[src/design/wavhp_pkg.sv]
// Shared constants, codes and types of the WAV header parser.
package wavhp_pkg;

  // Width of the saturating byte position counters.
  localparam int unsigned POS_BITS = 34;
  localparam logic [POS_BITS-1:0] POS_MAX = '1;

  // Widths used by the chunk advance sum and the length clamp.
  localparam int unsigned CMP_BITS = (POS_BITS > 32) ? POS_BITS : 32;
  localparam int unsigned SUM_BITS = CMP_BITS + 2;

  // Fixed positions and limits of the file layout.
  localparam logic [POS_BITS-1:0] MIN_SIZE    = POS_BITS'(44);
  localparam logic [POS_BITS-1:0] CHUNK_FIRST = POS_BITS'(12);
  localparam logic [POS_BITS-1:0] POS_RIFF_END = POS_BITS'(3);
  localparam logic [POS_BITS-1:0] POS_WAVE_END = POS_BITS'(11);
  localparam logic [POS_BITS-1:0] WIN_LAST    = POS_BITS'(23);

  // Byte offsets inside a chunk where a little-endian field completes.
  localparam logic [4:0] OFF_TAG      = 5'd3;
  localparam logic [4:0] OFF_LEN      = 5'd7;
  localparam logic [4:0] OFF_FORMAT   = 5'd9;
  localparam logic [4:0] OFF_CHANNELS = 5'd11;
  localparam logic [4:0] OFF_RATE     = 5'd15;
  localparam logic [4:0] OFF_BITS     = 5'd23;

  // Four-character tags as they look after four bytes are shifted in.
  localparam logic [31:0] TAG_RIFF = 32'h4646_4952;
  localparam logic [31:0] TAG_WAVE = 32'h4556_4157;
  localparam logic [31:0] TAG_FMT  = 32'h2074_6d66;
  localparam logic [31:0] TAG_DATA = 32'h6174_6164;

  localparam logic [31:0] FMT_MIN_LEN = 32'd16;
  localparam logic [15:0] FORMAT_PCM  = 16'd1;
  localparam logic [31:0] HDR_LEN     = 32'd8;

  // Configuration registers.
  localparam int unsigned RATE_W    = 18;
  localparam int unsigned CH_W      = 4;
  localparam int unsigned BITS_W    = 6;
  localparam int unsigned CFG_W     = 18;
  localparam int unsigned CFG_IDX_W = 2;

  localparam logic [CFG_IDX_W-1:0] CFG_RATE     = 2'd0;
  localparam logic [CFG_IDX_W-1:0] CFG_CHANNELS = 2'd1;
  localparam logic [CFG_IDX_W-1:0] CFG_BITS     = 2'd2;

  localparam logic [RATE_W-1:0] RATE_RESET     = 18'd48000;
  localparam logic [CH_W-1:0]   CHANNELS_RESET = 4'd1;
  localparam logic [BITS_W-1:0] BITS_RESET     = 6'd16;

  // Result status codes, in order of precedence.
  typedef enum logic [2:0] {
    ST_OK      = 3'd0,
    ST_SHORT   = 3'd1,
    ST_BAD_TAG = 3'd2,
    ST_BAD_FMT = 3'd3,
    ST_NO_DATA = 3'd4
  } status_e;

  typedef struct packed {
    logic [RATE_W-1:0] rate;
    logic [CH_W-1:0]   channels;
    logic [BITS_W-1:0] bits;
  } cfg_t;

  // Parser state captured on the last byte of a file.
  typedef struct packed {
    logic [POS_BITS-1:0] size;
    logic                magic_ok;
    logic                fmt_ok;
    logic                data_found;
    logic [POS_BITS-1:0] data_start;
    logic [31:0]         data_length;
  } fin_t;

endpackage

[src/design/wavhp_in_if.sv]
// Byte stream channel into the WAV header parser.
interface wavhp_in_if ();
  logic       valid;
  logic       ready;
  logic [7:0] byte_value;
  logic       last_byte;

  modport source (output valid, output byte_value, output last_byte, input ready);
  modport sink (input valid, input byte_value, input last_byte, output ready);
endinterface

[src/design/wavhp_out_if.sv]
// Result channel out of the WAV header parser.
interface wavhp_out_if import wavhp_pkg::*; ();
  logic                valid;
  logic                ready;
  logic [2:0]          status;
  logic [POS_BITS-1:0] data_offset;
  logic [30:0]         frame_count;

  modport source (output valid, output status, output data_offset, output frame_count,
                  input ready);
  modport sink (input valid, input status, input data_offset, input frame_count,
                output ready);
endinterface

[src/design/wavhp_parse.sv]
// Input register and per-byte chunk walker; captures the parse state on the last byte.
module wavhp_parse import wavhp_pkg::*; (
  input  logic       clk_i,
  input  logic       rst_ni,
  input  cfg_t       cfg_i,
  input  logic       in_valid_i,
  input  logic [7:0] in_byte_i,
  input  logic       in_last_i,
  output logic       in_ready_o,
  output logic       fin_valid_o,
  output fin_t       fin_o,
  input  logic       fin_ready_i
);

  // Input register.
  logic       a_valid_q;
  logic [7:0] a_byte_q;
  logic       a_last_q;

  // Parse state.
  logic [POS_BITS-1:0] pos_q, pos_d;
  logic [POS_BITS-1:0] cs_q, cs_d;
  logic [31:0]         tag_q, tag_d;
  logic [31:0]         len_q, len_d;
  logic [31:0]         fs_q, fs_d;
  logic [15:0]         fmt_format_q, fmt_format_d;
  logic [15:0]         fmt_channels_q, fmt_channels_d;
  logic [31:0]         fmt_rate_q, fmt_rate_d;
  logic                magic_q, magic_d;
  logic                fmt_ok_q, fmt_ok_d;
  logic                dfound_q, dfound_d;
  logic [POS_BITS-1:0] dstart_q, dstart_d;
  logic [31:0]         dlen_q, dlen_d;

  logic                fin_valid_q;
  fin_t                fin_q, fin_d;

  logic                fin_free;
  logic                take;
  logic                parse_en;
  logic [31:0]         fs_new;
  logic [POS_BITS-1:0] diff;
  logic                in_win;
  logic [4:0]          off;
  logic                long_fmt;
  logic                do_adv;
  logic [31:0]         adv_len;
  logic [SUM_BITS-1:0] adv_sum;
  logic [POS_BITS-1:0] adv_cs;

  // The walker moves on a beat unless it is the last one and the capture stage is full.
  assign fin_free   = !fin_valid_q || fin_ready_i;
  assign take       = a_valid_q && (!a_last_q || fin_free);
  assign in_ready_o = !a_valid_q || take;

  // Chunk window decode and the next chunk start.
  assign parse_en = (pos_q != POS_MAX);
  assign fs_new   = {a_byte_q, fs_q[31:8]};
  assign diff     = pos_q - cs_q;
  assign in_win   = parse_en && (pos_q >= cs_q) && (diff <= WIN_LAST);
  assign off      = diff[4:0];
  assign long_fmt = (tag_q == TAG_FMT) && (len_q >= FMT_MIN_LEN);
  assign adv_len  = (off == OFF_LEN) ? fs_new : len_q;
  assign adv_sum  = SUM_BITS'(cs_q) + SUM_BITS'(HDR_LEN) + SUM_BITS'(adv_len)
                  + SUM_BITS'(adv_len[0]);
  assign adv_cs   = (adv_sum > SUM_BITS'(POS_MAX)) ? POS_MAX : adv_sum[POS_BITS-1:0];

  // Next parse state for the byte in the input register.
  always_comb begin
    fs_d           = fs_q;
    tag_d          = tag_q;
    len_d          = len_q;
    fmt_format_d   = fmt_format_q;
    fmt_channels_d = fmt_channels_q;
    fmt_rate_d     = fmt_rate_q;
    magic_d        = magic_q;
    fmt_ok_d       = fmt_ok_q;
    dfound_d       = dfound_q;
    dstart_d       = dstart_q;
    dlen_d         = dlen_q;
    do_adv         = 1'b0;

    if (parse_en) begin
      fs_d = fs_new;
      if (pos_q == POS_RIFF_END) begin
        magic_d = (fs_new == TAG_RIFF);
      end
      if (pos_q == POS_WAVE_END) begin
        magic_d = magic_q && (fs_new == TAG_WAVE);
      end
    end

    if (in_win) begin
      if (off == OFF_TAG) begin
        tag_d = fs_new;
      end else if (off == OFF_LEN) begin
        len_d = fs_new;
        if (tag_q == TAG_DATA) begin
          dfound_d = 1'b1;
          dstart_d = pos_q + POS_BITS'(1);
          dlen_d   = fs_new;
        end
        do_adv = !((tag_q == TAG_FMT) && (fs_new >= FMT_MIN_LEN));
      end else if (long_fmt) begin
        case (off)
          OFF_FORMAT:   fmt_format_d   = fs_new[31:16];
          OFF_CHANNELS: fmt_channels_d = fs_new[31:16];
          OFF_RATE:     fmt_rate_d     = fs_new;
          OFF_BITS: begin
            fmt_ok_d = (fmt_format_q == FORMAT_PCM)
                    && (fmt_channels_q == 16'(cfg_i.channels))
                    && (fmt_rate_q == 32'(cfg_i.rate))
                    && (fs_new[31:16] == 16'(cfg_i.bits));
            do_adv   = 1'b1;
          end
          default: ;
        endcase
      end
    end

    cs_d  = do_adv ? adv_cs : cs_q;
    pos_d = parse_en ? pos_q + POS_BITS'(1) : pos_q;

    // Snapshot for the result stage.
    fin_d.size        = parse_en ? pos_q + POS_BITS'(1) : POS_MAX;
    fin_d.magic_ok    = magic_d;
    fin_d.fmt_ok      = fmt_ok_d;
    fin_d.data_found  = dfound_d;
    fin_d.data_start  = dstart_d;
    fin_d.data_length = dlen_d;

    // The last byte of a file returns the walker to its start state.
    if (a_last_q) begin
      pos_d          = '0;
      cs_d           = CHUNK_FIRST;
      tag_d          = '0;
      len_d          = '0;
      fs_d           = '0;
      fmt_format_d   = '0;
      fmt_channels_d = '0;
      fmt_rate_d     = '0;
      magic_d        = 1'b0;
      fmt_ok_d       = 1'b0;
      dfound_d       = 1'b0;
      dstart_d       = '0;
      dlen_d         = '0;
    end
  end

  // Input register.
  always_ff @(posedge clk_i or negedge rst_ni) begin
    if (!rst_ni) begin
      a_valid_q <= 1'b0;
    end else if (in_ready_o) begin
      a_valid_q <= in_valid_i;
    end
  end

  always_ff @(posedge clk_i) begin
    if (in_ready_o && in_valid_i) begin
      a_byte_q <= in_byte_i;
      a_last_q <= in_last_i;
    end
  end

  // Parse state registers.
  always_ff @(posedge clk_i or negedge rst_ni) begin
    if (!rst_ni) begin
      pos_q          <= '0;
      cs_q           <= CHUNK_FIRST;
      tag_q          <= '0;
      len_q          <= '0;
      fs_q           <= '0;
      fmt_format_q   <= '0;
      fmt_channels_q <= '0;
      fmt_rate_q     <= '0;
      magic_q        <= 1'b0;
      fmt_ok_q       <= 1'b0;
      dfound_q       <= 1'b0;
      dstart_q       <= '0;
      dlen_q         <= '0;
    end else if (take) begin
      pos_q          <= pos_d;
      cs_q           <= cs_d;
      tag_q          <= tag_d;
      len_q          <= len_d;
      fs_q           <= fs_d;
      fmt_format_q   <= fmt_format_d;
      fmt_channels_q <= fmt_channels_d;
      fmt_rate_q     <= fmt_rate_d;
      magic_q        <= magic_d;
      fmt_ok_q       <= fmt_ok_d;
      dfound_q       <= dfound_d;
      dstart_q       <= dstart_d;
      dlen_q         <= dlen_d;
    end
  end

  // Capture stage toward the result logic.
  always_ff @(posedge clk_i or negedge rst_ni) begin
    if (!rst_ni) begin
      fin_valid_q <= 1'b0;
    end else if (take && a_last_q) begin
      fin_valid_q <= 1'b1;
    end else if (fin_ready_i) begin
      fin_valid_q <= 1'b0;
    end
  end

  always_ff @(posedge clk_i) begin
    if (take && a_last_q) begin
      fin_q <= fin_d;
    end
  end

  assign fin_valid_o = fin_valid_q;
  assign fin_o       = fin_q;

endmodule

[src/design/wavhp_result.sv]
// Status decision, data length clamp and the output register.
module wavhp_result import wavhp_pkg::*; (
  input  logic                clk_i,
  input  logic                rst_ni,
  input  logic                fin_valid_i,
  input  fin_t                fin_i,
  output logic                fin_ready_o,
  output logic                out_valid_o,
  output logic [2:0]          status_o,
  output logic [POS_BITS-1:0] data_offset_o,
  output logic [30:0]         frame_count_o,
  input  logic                out_ready_i
);

  logic                out_valid_q;
  logic [2:0]          status_q, status_d;
  logic [POS_BITS-1:0] offset_q, offset_d;
  logic [30:0]         frames_q, frames_d;

  logic                out_free;
  logic [POS_BITS-1:0] avail;
  logic [CMP_BITS-1:0] len_c;
  logic [30:0]         frames_c;

  assign out_free    = !out_valid_q || out_ready_i;
  assign fin_ready_o = out_free;

  // Clamp the data length to what the file really holds.
  assign avail    = (fin_i.size >= fin_i.data_start) ? fin_i.size - fin_i.data_start : '0;
  assign len_c    = (CMP_BITS'(fin_i.data_length) > CMP_BITS'(avail))
                  ? CMP_BITS'(avail) : CMP_BITS'(fin_i.data_length);
  assign frames_c = len_c[31:1];

  // Checks in order of precedence.
  always_comb begin
    status_d = ST_OK;
    offset_d = '0;
    frames_d = '0;
    if (fin_i.size < MIN_SIZE) begin
      status_d = ST_SHORT;
    end else if (!fin_i.magic_ok) begin
      status_d = ST_BAD_TAG;
    end else if (!fin_i.fmt_ok) begin
      status_d = ST_BAD_FMT;
    end else if (!fin_i.data_found || (frames_c == '0)) begin
      status_d = ST_NO_DATA;
    end else begin
      offset_d = fin_i.data_start;
      frames_d = frames_c;
    end
  end

  // Output register.
  always_ff @(posedge clk_i or negedge rst_ni) begin
    if (!rst_ni) begin
      out_valid_q <= 1'b0;
    end else if (out_free) begin
      out_valid_q <= fin_valid_i;
    end
  end

  always_ff @(posedge clk_i) begin
    if (out_free && fin_valid_i) begin
      status_q <= status_d;
      offset_q <= offset_d;
      frames_q <= frames_d;
    end
  end

  assign out_valid_o   = out_valid_q;
  assign status_o      = status_q;
  assign data_offset_o = offset_q;
  assign frame_count_o = frames_q;

endmodule

[src/design/wav_header_chunk_parser_core.sv]
// Top level of the RIFF/WAVE header parser.
//
// The file arrives on in_i one byte per beat, with last_byte set on its final
// byte. Each byte goes through an input register and then updates the chunk
// walker: tag checks at offsets 0 and 8, chunk headers from offset 12, and
// the fields of the fmt and data chunks. Only the beat that carries
// last_byte produces a result on out_o: status, data offset and frame count.
// Throughput is one byte per cycle while in_i ready stays high; the walker
// updates on every byte taken. A result passes from the input register through
// the capture register to the output register, whose contents drive out_o.
// When out_o stalls, a finished result waits in the output register and one
// more in the capture register; bytes that are not last keep flowing, and
// in_i ready drops only when a last byte finds both registers full.
// Reset clears the parser and sets the expected rate, channels and bits to
// 48000, 1 and 16. The user must write them through cfg_we_i, cfg_idx_i and
// cfg_data_i only while the block is idle, which the block does not enforce;
// an unused index is ignored. After a last byte the parser restarts at offset 0.
module wav_header_chunk_parser_core import wavhp_pkg::*; (
  input  logic                 clk_i,
  input  logic                 rst_ni,
  input  logic                 cfg_we_i,
  input  logic [CFG_IDX_W-1:0] cfg_idx_i,
  input  logic [CFG_W-1:0]     cfg_data_i,
  wavhp_in_if.sink             in_i,
  wavhp_out_if.source          out_o
);

  cfg_t cfg_q;
  logic fin_valid;
  logic fin_ready;
  fin_t fin;

  // Configuration registers.
  always_ff @(posedge clk_i or negedge rst_ni) begin
    if (!rst_ni) begin
      cfg_q.rate     <= RATE_RESET;
      cfg_q.channels <= CHANNELS_RESET;
      cfg_q.bits     <= BITS_RESET;
    end else if (cfg_we_i) begin
      case (cfg_idx_i)
        CFG_RATE:     cfg_q.rate     <= cfg_data_i[RATE_W-1:0];
        CFG_CHANNELS: cfg_q.channels <= cfg_data_i[CH_W-1:0];
        CFG_BITS:     cfg_q.bits     <= cfg_data_i[BITS_W-1:0];
        default: ;
      endcase
    end
  end

  wavhp_parse u_parse (
    .clk_i       (clk_i),
    .rst_ni      (rst_ni),
    .cfg_i       (cfg_q),
    .in_valid_i  (in_i.valid),
    .in_byte_i   (in_i.byte_value),
    .in_last_i   (in_i.last_byte),
    .in_ready_o  (in_i.ready),
    .fin_valid_o (fin_valid),
    .fin_o       (fin),
    .fin_ready_i (fin_ready)
  );

  wavhp_result u_result (
    .clk_i         (clk_i),
    .rst_ni        (rst_ni),
    .fin_valid_i   (fin_valid),
    .fin_i         (fin),
    .fin_ready_o   (fin_ready),
    .out_valid_o   (out_o.valid),
    .status_o      (out_o.status),
    .data_offset_o (out_o.data_offset),
    .frame_count_o (out_o.frame_count),
    .out_ready_i   (out_o.ready)
  );

endmodule
[src/flat_wrapper.sv]
// flat-port wrapper written by rule: the top's interface ports become plain ports
module wav_header_chunk_parser_core_flat import wavhp_pkg::*;
  (clk_i, rst_ni, cfg_we_i, cfg_idx_i, cfg_data_i, in_i_valid, in_i_byte_value, in_i_last_byte, in_i_ready, out_o_valid, out_o_status, out_o_data_offset, out_o_frame_count, out_o_ready);
  wavhp_in_if in_i_i ();
  wavhp_out_if out_o_i ();
  input  logic clk_i;
  input  logic rst_ni;
  input  logic cfg_we_i;
  input  logic [CFG_IDX_W-1:0] cfg_idx_i;
  input  logic [CFG_W-1:0] cfg_data_i;
  input wire logic [$bits(in_i_i.valid)-1:0] in_i_valid;
  input wire logic [$bits(in_i_i.byte_value)-1:0] in_i_byte_value;
  input wire logic [$bits(in_i_i.last_byte)-1:0] in_i_last_byte;
  output wire logic [$bits(in_i_i.ready)-1:0] in_i_ready;
  output wire logic [$bits(out_o_i.valid)-1:0] out_o_valid;
  output wire logic [$bits(out_o_i.status)-1:0] out_o_status;
  output wire logic [$bits(out_o_i.data_offset)-1:0] out_o_data_offset;
  output wire logic [$bits(out_o_i.frame_count)-1:0] out_o_frame_count;
  input wire logic [$bits(out_o_i.ready)-1:0] out_o_ready;
  assign in_i_i.valid = in_i_valid;
  assign in_i_i.byte_value = in_i_byte_value;
  assign in_i_i.last_byte = in_i_last_byte;
  assign in_i_ready = in_i_i.ready;
  assign out_o_valid = out_o_i.valid;
  assign out_o_status = out_o_i.status;
  assign out_o_data_offset = out_o_i.data_offset;
  assign out_o_frame_count = out_o_i.frame_count;
  assign out_o_i.ready = out_o_ready;
  wav_header_chunk_parser_core u_core (.clk_i(clk_i), .rst_ni(rst_ni), .cfg_we_i(cfg_we_i), .cfg_idx_i(cfg_idx_i), .cfg_data_i(cfg_data_i), .in_i(in_i_i), .out_o(out_o_i));
endmodule
[config.mk]
export PLATFORM = sky130hd
export DESIGN_NAME = wav_header_chunk_parser_core_flat
export DESIGN_NICKNAME = d
export VERILOG_FILES = /design/src/design/wavhp_pkg.sv /design/src/design/wavhp_in_if.sv /design/src/design/wavhp_out_if.sv /design/src/design/wavhp_parse.sv /design/src/design/wavhp_result.sv /design/src/design/wav_header_chunk_parser_core.sv /design/src/flat_wrapper.sv
export SDC_FILE = /design/constraint.sdc
export NUM_CORES = 1
export LEC_CHECK = 0
export ABC_AREA = 1
export BUFFER_PORTS_ARGS = -buffer_cell sky130_fd_sc_hd__buf_2
export CORE_ASPECT_RATIO = 0.6
export CORE_MARGIN = 1
export CORE_UTILIZATION = 35
export CTS_CLUSTER_DIAMETER = 60
export DETAILED_ROUTE_END_ITERATION = 8
export GPL_TIMING_DRIVEN = 0
export PLACE_DENSITY_LB_ADDON = 0.2
export SETUP_SLACK_MARGIN = 0.3
export SLEW_MARGIN = 20
export SYNTH_ARGS = -nofsm -noshare
export SYNTH_HDL_FRONTEND = slang
export SYNTH_SLANG_ARGS = --single-unit
[constraint.sdc]
create_clock -name clk_i -period 6.25 [get_ports clk_i]
set_input_delay 1.5625 -clock clk_i [delete_from_list [all_inputs] [get_ports clk_i]]
set_output_delay 1.5625 -clock clk_i [all_outputs]
set_load 0.005 [all_outputs]
; After elaboration in Yosys (flattened, before gate mapping)
; Cells that the tools add are included.
[word_totals]
regBits = 508
wordCells = 183
out_inout_bits = 70
inputBits = 34
[op_classes]
addsub = 6
n_mux = 69
bitwise = 2
n_lt_le_gt_ge = 8
n_reduce_logical = 46
n_eq_ne = 21
[op_table]
columns = op, n
row1 = $mux 32, 21
row2 = $mux 34, 11
row3 = $mux 16, 12
row4 = $eq 32x31->1 const B, 3
row5 = $ge 34x34->1, 2
row6 = $sub 34x34->34, 2
row7 = $ge 32x5->1 const B, 2
row8 = $add 35x32->36, 1
row9 = $add 36x1->36, 1
row10 = $gt 36x34->1 const B, 1
row11 = $add 34x4->35 const B, 1
row12 = $add 34x1->34 const B, 1
row13 = $eq 34x2->1 const B, 1
row14 = $eq 34x4->1 const B, 1
row15 = $gt 32x34->1, 1
row16 = $le 34x5->1 const B, 1
row17 = $lt 34x6->1 const B, 1
row18 = $ne 34x34->1 const B, 1
row19 = $eq 32x18->1, 1
row20 = $eq 32x30->1 const B, 1
row21 = $logic_not 31->1, 1
row22 = $mux 1, 22
row23 = $reduce_and 6->1, 3
row24 = $reduce_bool 2->1, 9
row25 = other kinds (21), 51

; Logic depth before layout (Yosys ltp)
[depth]
word_depth = 10
ltp_mapped = 40
depth_no_buf = 36

; By module
; A second synthesis with hierarchy kept.
[unflattened]
hier_cells = 4744
area_unflattened_um2 = 34023.9
[by_module_without_submodules]
columns = mod, n_inst, area_each_um2, cells_each, seq_area_each_um2
row1 = wavhp_parse, 1, 26271.4, 3665, 10647.7
row2 = wavhp_result, 1, 6575.1, 954, 2067.0
row3 = wav_header_chunk_parser_core, 1, 1177.4, 125, 711.9

; Worst setup path before layout
; Ideal clock, no wire load.
[synth_timing]
path_kind = register -> register
start = reg u_core.u_parse.pos_q[0]
end = reg u_core.u_parse.cs_q[4]
path_slack_ps = 885
required_ps = 6167
stages_incl_launch_ff = 31
period_less_slack_ps = 5365
t_arrival_ps = 5282
path_buffers = 3
setup_time_ps = 83
path_cell_list = dfrtp_1 inv_1 ha_1 inv_1 fa_1 inv_1 nor2_1 inv_1 nor3_1 nand2_1 nor2_1 clkbuf_1 clkbuf_1 o21ai_0 fa_1 inv_1 ha_1 inv_1 fa_1 nor2_1 o21ai_1 nand2_1 a21boi_1 o21ai_1 a21boi_1 o21ai_1 nand4_1 nand2_1 clkbuf_1 o21ai_0 o21ai_0
[synth_between]
elab_chain_cells = 9
elab_cells_between_ends = 23
cone_classes = 3 x add/sub / 3 x order compare / 4 x eq/ne / 9 x mux / 4 x reduce/logical
[synth_rtl]
columns = element, line_no
row1 = from (decl), wavhp_parse.sv:21  ; logic [POS_BITS-1:0] pos_q, pos_d;
row2 = from (signal assigned), wavhp_parse.sv:183  ; pos_q <= pos_d;
row3 = $sub 34x34->34, wavhp_parse.sv:59  ; assign diff = pos_q - cs_q;
row4 = $eq 5x3->1 / $eq 5x5->1 (equally long branches), "wavhp_parse.sv:63, wavhp_parse.sv:96, wavhp_parse.sv:105"
row5 = $mux 32 / $mux 1 (equally long branches), "wavhp_parse.sv:63, wavhp_parse.sv:105"
row6 = $add 35x32->36 / $mux 1 (equally long branches), "wavhp_parse.sv:64, wavhp_parse.sv:104"
row7 = $add 36x1->36 / $mux 1 (equally long branches), "wavhp_parse.sv:65, wavhp_parse.sv:96"
row8 = $gt 36x34->1 / $mux 1 (equally long branches), "wavhp_parse.sv:66, wavhp_parse.sv:94"
row9 = $mux 34 / $mux 1 (equally long branches), "wavhp_parse.sv:66, wavhp_parse.sv:93"
row10 = $mux 34 / $reduce_bool 2->1 (equally long branches), n/a
row11 = $mux 34 / $reduce_and 2->1 (equally long branches), n/a
row12 = to (signal assigned), wavhp_parse.sv:184  ; cs_q <= cs_d;
row13 = to (decl), wavhp_parse.sv:22  ; logic [POS_BITS-1:0] cs_q, cs_d;
; Several ways; a longest one is shown, not always the timed one. The select of a mux whose other input is x is not followed.
; A chain may end at the register's enable or synchronous reset.

; Final worst setup path
[layout_timing]
start = reg u_core.u_parse.pos_q[0]
end = reg u_core.u_parse.cs_q[26]
; Same word-level chain as after synthesis.

==> results.json <==
{
  "status": "completed",
  "final_antenna_net_count": 0,
  "cts_tree": "done",
  "place.gp.congestion": 0.9644,
  "dr.pass1.iters": 6,
  "critPathRequiredTime_ns": 6.75,
  "clockBufferDepth": 3,
  "fillCellCount": 8957,
  "die_height_um": 232.8,
  "min_to": "u_core.u_parse.len_q[0]",
  "avgSynthCellArea_um2": 7.638,
  "p_total_mw": 8.914,
  "switching_share": 0.3270,
  "holdBufCountCts": 0,
  "grt_usage": 0.2476,
  "overflow": 0,
  "tightest_slew_ns": 1.278,
  "io_buffers": 103,
  "fp.dieArea_mm2": 0.09005,
  "hp-start": "u_core.u_parse.len_q[0]",
  "routed_wirelength_mm": 113.3,
  "p_per_area_mw_per_mm2": 246.9,
  "end_kind": "register",
  "yosysWarnings": 0,
  "p_seq_frac": 0.422,
  "multi_input_area_mm2": 0.01587,
  "drc": 0,
  "leakage_nw": 16.83,
  "path_class": "register to register",
  "setup_viol": 0,
  "area_growth_pct": 16.14,
  "min_period_ns": 5.722,
  "core_area_mm2": 0.08776,
  "ys_types": 54,
  "cts_sinks": 500,
  "regToRegEndpoint": "u_core.u_parse.cs_q[26]",
  "syn-instance-count": 4070,
  "synthesis.nets": 4270,
  "synth_area_mm2": 0.03108,
  "fin_crit_sh": 0.9155,
  "pin_count": 104,
  "drt-wirelength-per-cell_um": 20.74,
  "ff2ff_setup_slack_ns": 0.53,
  "hold_path.class": "register to register",
  "holdWs_ns": 0.4866,
  "clkPwrFrac": 0.373,
  "slew_violations": 0,
  "fin_util": 0.4114,
  "initial_core_util": 0.3542,
  "finalNetCount": 4454,
  "slew_headroom": 0.1389,
  "crit_arrival_ns": 6.22,
  "htreeDepth": 2,
  "grt_antenna_before_repair": 2,
  "rows": 84,
  "first_global_vias": 26330,
  "grt_max_degree": 73,
  "grt_pass1_wl_mm": 167.9,
  "num_vias": 29070,
  "max-vdd-ir-drop_v": 0.0002088,
  "worstRegToRegCells": 23,
  "viasPerCell": 5.324,
  "power_frac_comb": 0.205,
  "max_cap_viol_count": 0,
  "hold_depth": 2,
  "yosys_register_bits": 500,
  "cp_max_fo": 10,
  "timing.fmax_mhz": 174.8,
  "clock_skew_ns": 0.07264,
  "p_sw_mw": 2.915,
  "clk_latency_ns": 0.68,
  "dieWidth_um": 386.7,
  "hold_viol": 0,
  "cts_inserted_buffers": 52,
  "yosysSeqAreaShare": 0.4319,
  "r2r_start": "u_core.u_parse.pos_q[0]",
  "final-seq-area_mm2": 0.01343,
  "crit_path_start_kind": "register",
  "clock-root-buffer": "clkbuf_16",
  "drive_gt1_frac": 0.09914,
  "rsz0062_at_grt": "no",
  "drtIter0Drc": 3393,
  "clkTransAtPathRegs_ns": 0.07,
  "intPower_mw": 5.999,
  "dp_hpwl_mm": 90.82
}
-- area by class of cell --
cell class | instances | area share
Multi-Input combinational cell | 2924 | 0.4395
Sequential cell | 500 | 0.3719
Inverter | 487 | 0.05095
Tap cell | 1161 | 0.04024
Clock buffer | 67 | 0.03871
Timing Repair Buffer | 130 | 0.02468
Buffer | 159 | 0.02287
Clock inverter | 30 | 0.01099
Antenna cell | 2 | 0.0001386
-- layout by cell type, fill, tap and decap left out, drive strengths merged, types with 3 or more instances in the layout --
cell type,synthesis,routed
or2,25,25
dfrtp,309,309
bufinv,0,5
o22ai,49,49
nand2,1194,1194
nor2,289,289
a211oi,3,3
xnor2,29,29
ha,162,162
mux2,12,12
buf,47,174
nand3,114,114
o21bai,18,18
fa,4,4
edfxtp,180,180
a31oi,10,10
o21a,9,9
inv,485,493
dfstp,11,11
nor3,42,42
nand3b,15,15
o221ai,5,5
a21o,11,11
clkinv,2,17
o21ai,502,502
xor2,70,70
nand4,141,141
a21oi,133,133
nor4,59,59
a21boi,6,6
clkbuf,112,182
and2,8,8
-- critical path, cell delays in order (launching register included) --
cell and delay (ns):
dfrtp_2 0.43, inv_4 0.10, ha_4 0.17, inv_1 0.07, fa_1 0.52, inv_1 0.05, nor2_1 0.08, inv_1 0.08
nor3_4 0.17, nand2_2 0.11, nor2_4 0.21, inv_2 0.10, buf_6 0.18, o21ai_0 0.99, ha_1 0.41, ha_1 0.22
a21oi_1 0.32, o21ai_0 0.15, a211oi_1 0.37, nand2_4 0.15, buf_12 0.16, clkbuf_4 0.20, o21ai_0 0.21, o21ai_1 0.09
-- cells in the mapped netlist (all sizes together) --
library cell  count  area, um2
clkbuf          112      420.4
or3               1      6.260
o221ai            5      43.79
o41ai             1      8.760
inv             485       1821
a21o             11      82.58
nand3b           15      112.6
and2              8      50.05
a211oi            3      22.52
o32ai             1      8.760
nor2            289       1085
xor2             70      613.1
and3              2      12.51
ha              162       2027
o31ai             1      7.510
a21oi           133      669.4
o21a              9      67.56
dfstp            11      289.0
o22ai            49      306.5
a31oi            10      62.56
nor4             59      369.1
o21ai           502       2512
a22o              1      8.760
nor2b             1      6.260
a221oi            1      8.760
buf              47      276.5
o2111ai           1      8.760
o21bai           18      135.1
nor3b             1      7.510
or2              25      156.4
nand3           114      590.6
nor3             42      221.5
edfxtp          180       5405
a41o              1      10.01
fa                4      80.08
dfrtp           309       7732
xnor2            29      254.0
nand2          1194       4489
mux2i             2      20.02
nand4           141      888.4
clkinv            2      7.510
a21boi            6      45.04
mux2             12      135.1
-- logic make-up (layout without fill, tap and decap cells) --
| group | after synthesis | count (layout) | synth area share |
|---|---|---|---|
| adders and majority gates | 166 | 166 | 0.06778 |
| buffers and inverters | 646 | 873 | 0.08123 |
| muxes | 14 | 14 | 0.004991 |
| other | 0 | 2 | 0 |
| xor gates and xnor gates | 99 | 99 | 0.02789 |
| AOI/OAI and AO/OA | 753 | 753 | 0.1290 |
| and+or+nand+nor | 1892 | 1892 | 0.2572 |
| DFF | 500 | 500 | 0.4319 |
-- power by group through the flow --
stage / clock [mW] / sequential [mW] / combinational [mW]
after floorplan: 0 / 3.77 / 1.03
after global placement: 0 / 3.83 / 1.59
after detailed placement: 0 / 3.82 / 1.62
after CTS: 3.39 / 3.76 / 1.67
after global routing: 3.51 / 3.78 / 2.00
final: 3.33 / 3.76 / 1.82
-- metrics by stage --
step	worst slack (ns)	setup TNS (ns)	cell area, um2	instances
finish	0.5282	0	36100	5460
global route	0.2537	0	36100	5458
CTS	0.3032	0	35390	5446
detailed placement	-1.661	-57.14	33260	5341
global placement	-3.138	-1063.82	33050	5334
floorplan	0.8851	0	31080	4070
-- layer usage --
| layer | vias to the layer above | share of wire | global-route usage |
|---|---|---|---|
| li1 | 13920 | - | - |
| met1 | 13810 | 0.52 | 0.4058 |
| met2 | 1242 | 0.33 | 0.2876 |
| met3 | 101 | 0.13 | 0.09994 |
| met4 | 0 | 0.013 | 0.03698 |
| met5 | - | 0 | 0 |
-- how the worst max path moves through the flow --
stage,start,endpoint,slack (ns),cells past startpoint
after floorplan,u_core.u_parse.pos_q[0],u_core.u_parse.cs_q[4],0.89,30
after global placement,rst_ni,u_core.u_parse.dlen_q[16],-3.14,1
after detailed placement,u_core.u_parse.pos_q[0],u_core.u_parse.cs_q[26],-1.66,30
after CTS,u_core.u_parse.cs_q[2],u_core.u_parse.cs_q[0],0.30,32
after global routing,u_core.u_parse.fin_o[89],u_core.u_result.data_offset_o[30],0.25,36
final,u_core.u_parse.pos_q[0],u_core.u_parse.cs_q[26],0.53,23
-- what timing repair did --
action / 4_1_cts / 5_1_grt
setup endpoints to repair: 99 / 100
pin swaps: 6 / 11
resized for setup: 73 / 151
buffers inserted: 8 / 11
gates cloned: 0 / 1
-- registers in the layout (all words and copies together) (netlist names), 3 cells and up --
name and cells:
u_core.u_parse.fin_o 103, u_core.u_parse.cs_q 34, u_core.u_parse.dstart_q 34, u_core.u_parse.pos_q 34
u_core.u_result.data_offset_o 34, u_core.u_parse.dlen_q 32, u_core.u_parse.fmt_rate_q 32, u_core.u_parse.len_q 32
u_core.u_parse.tag_q 32, u_core.u_result.frame_count_o 31, u_core.cfg_q 28, u_core.u_parse.fs_q 24
u_core.u_parse.fmt_channels_q 16, u_core.u_parse.fmt_format_q 16, u_core.u_parse.a_byte_q 8, u_core.u_result.status_o 3
Note: power is estimated with default switching activity, not from simulation.
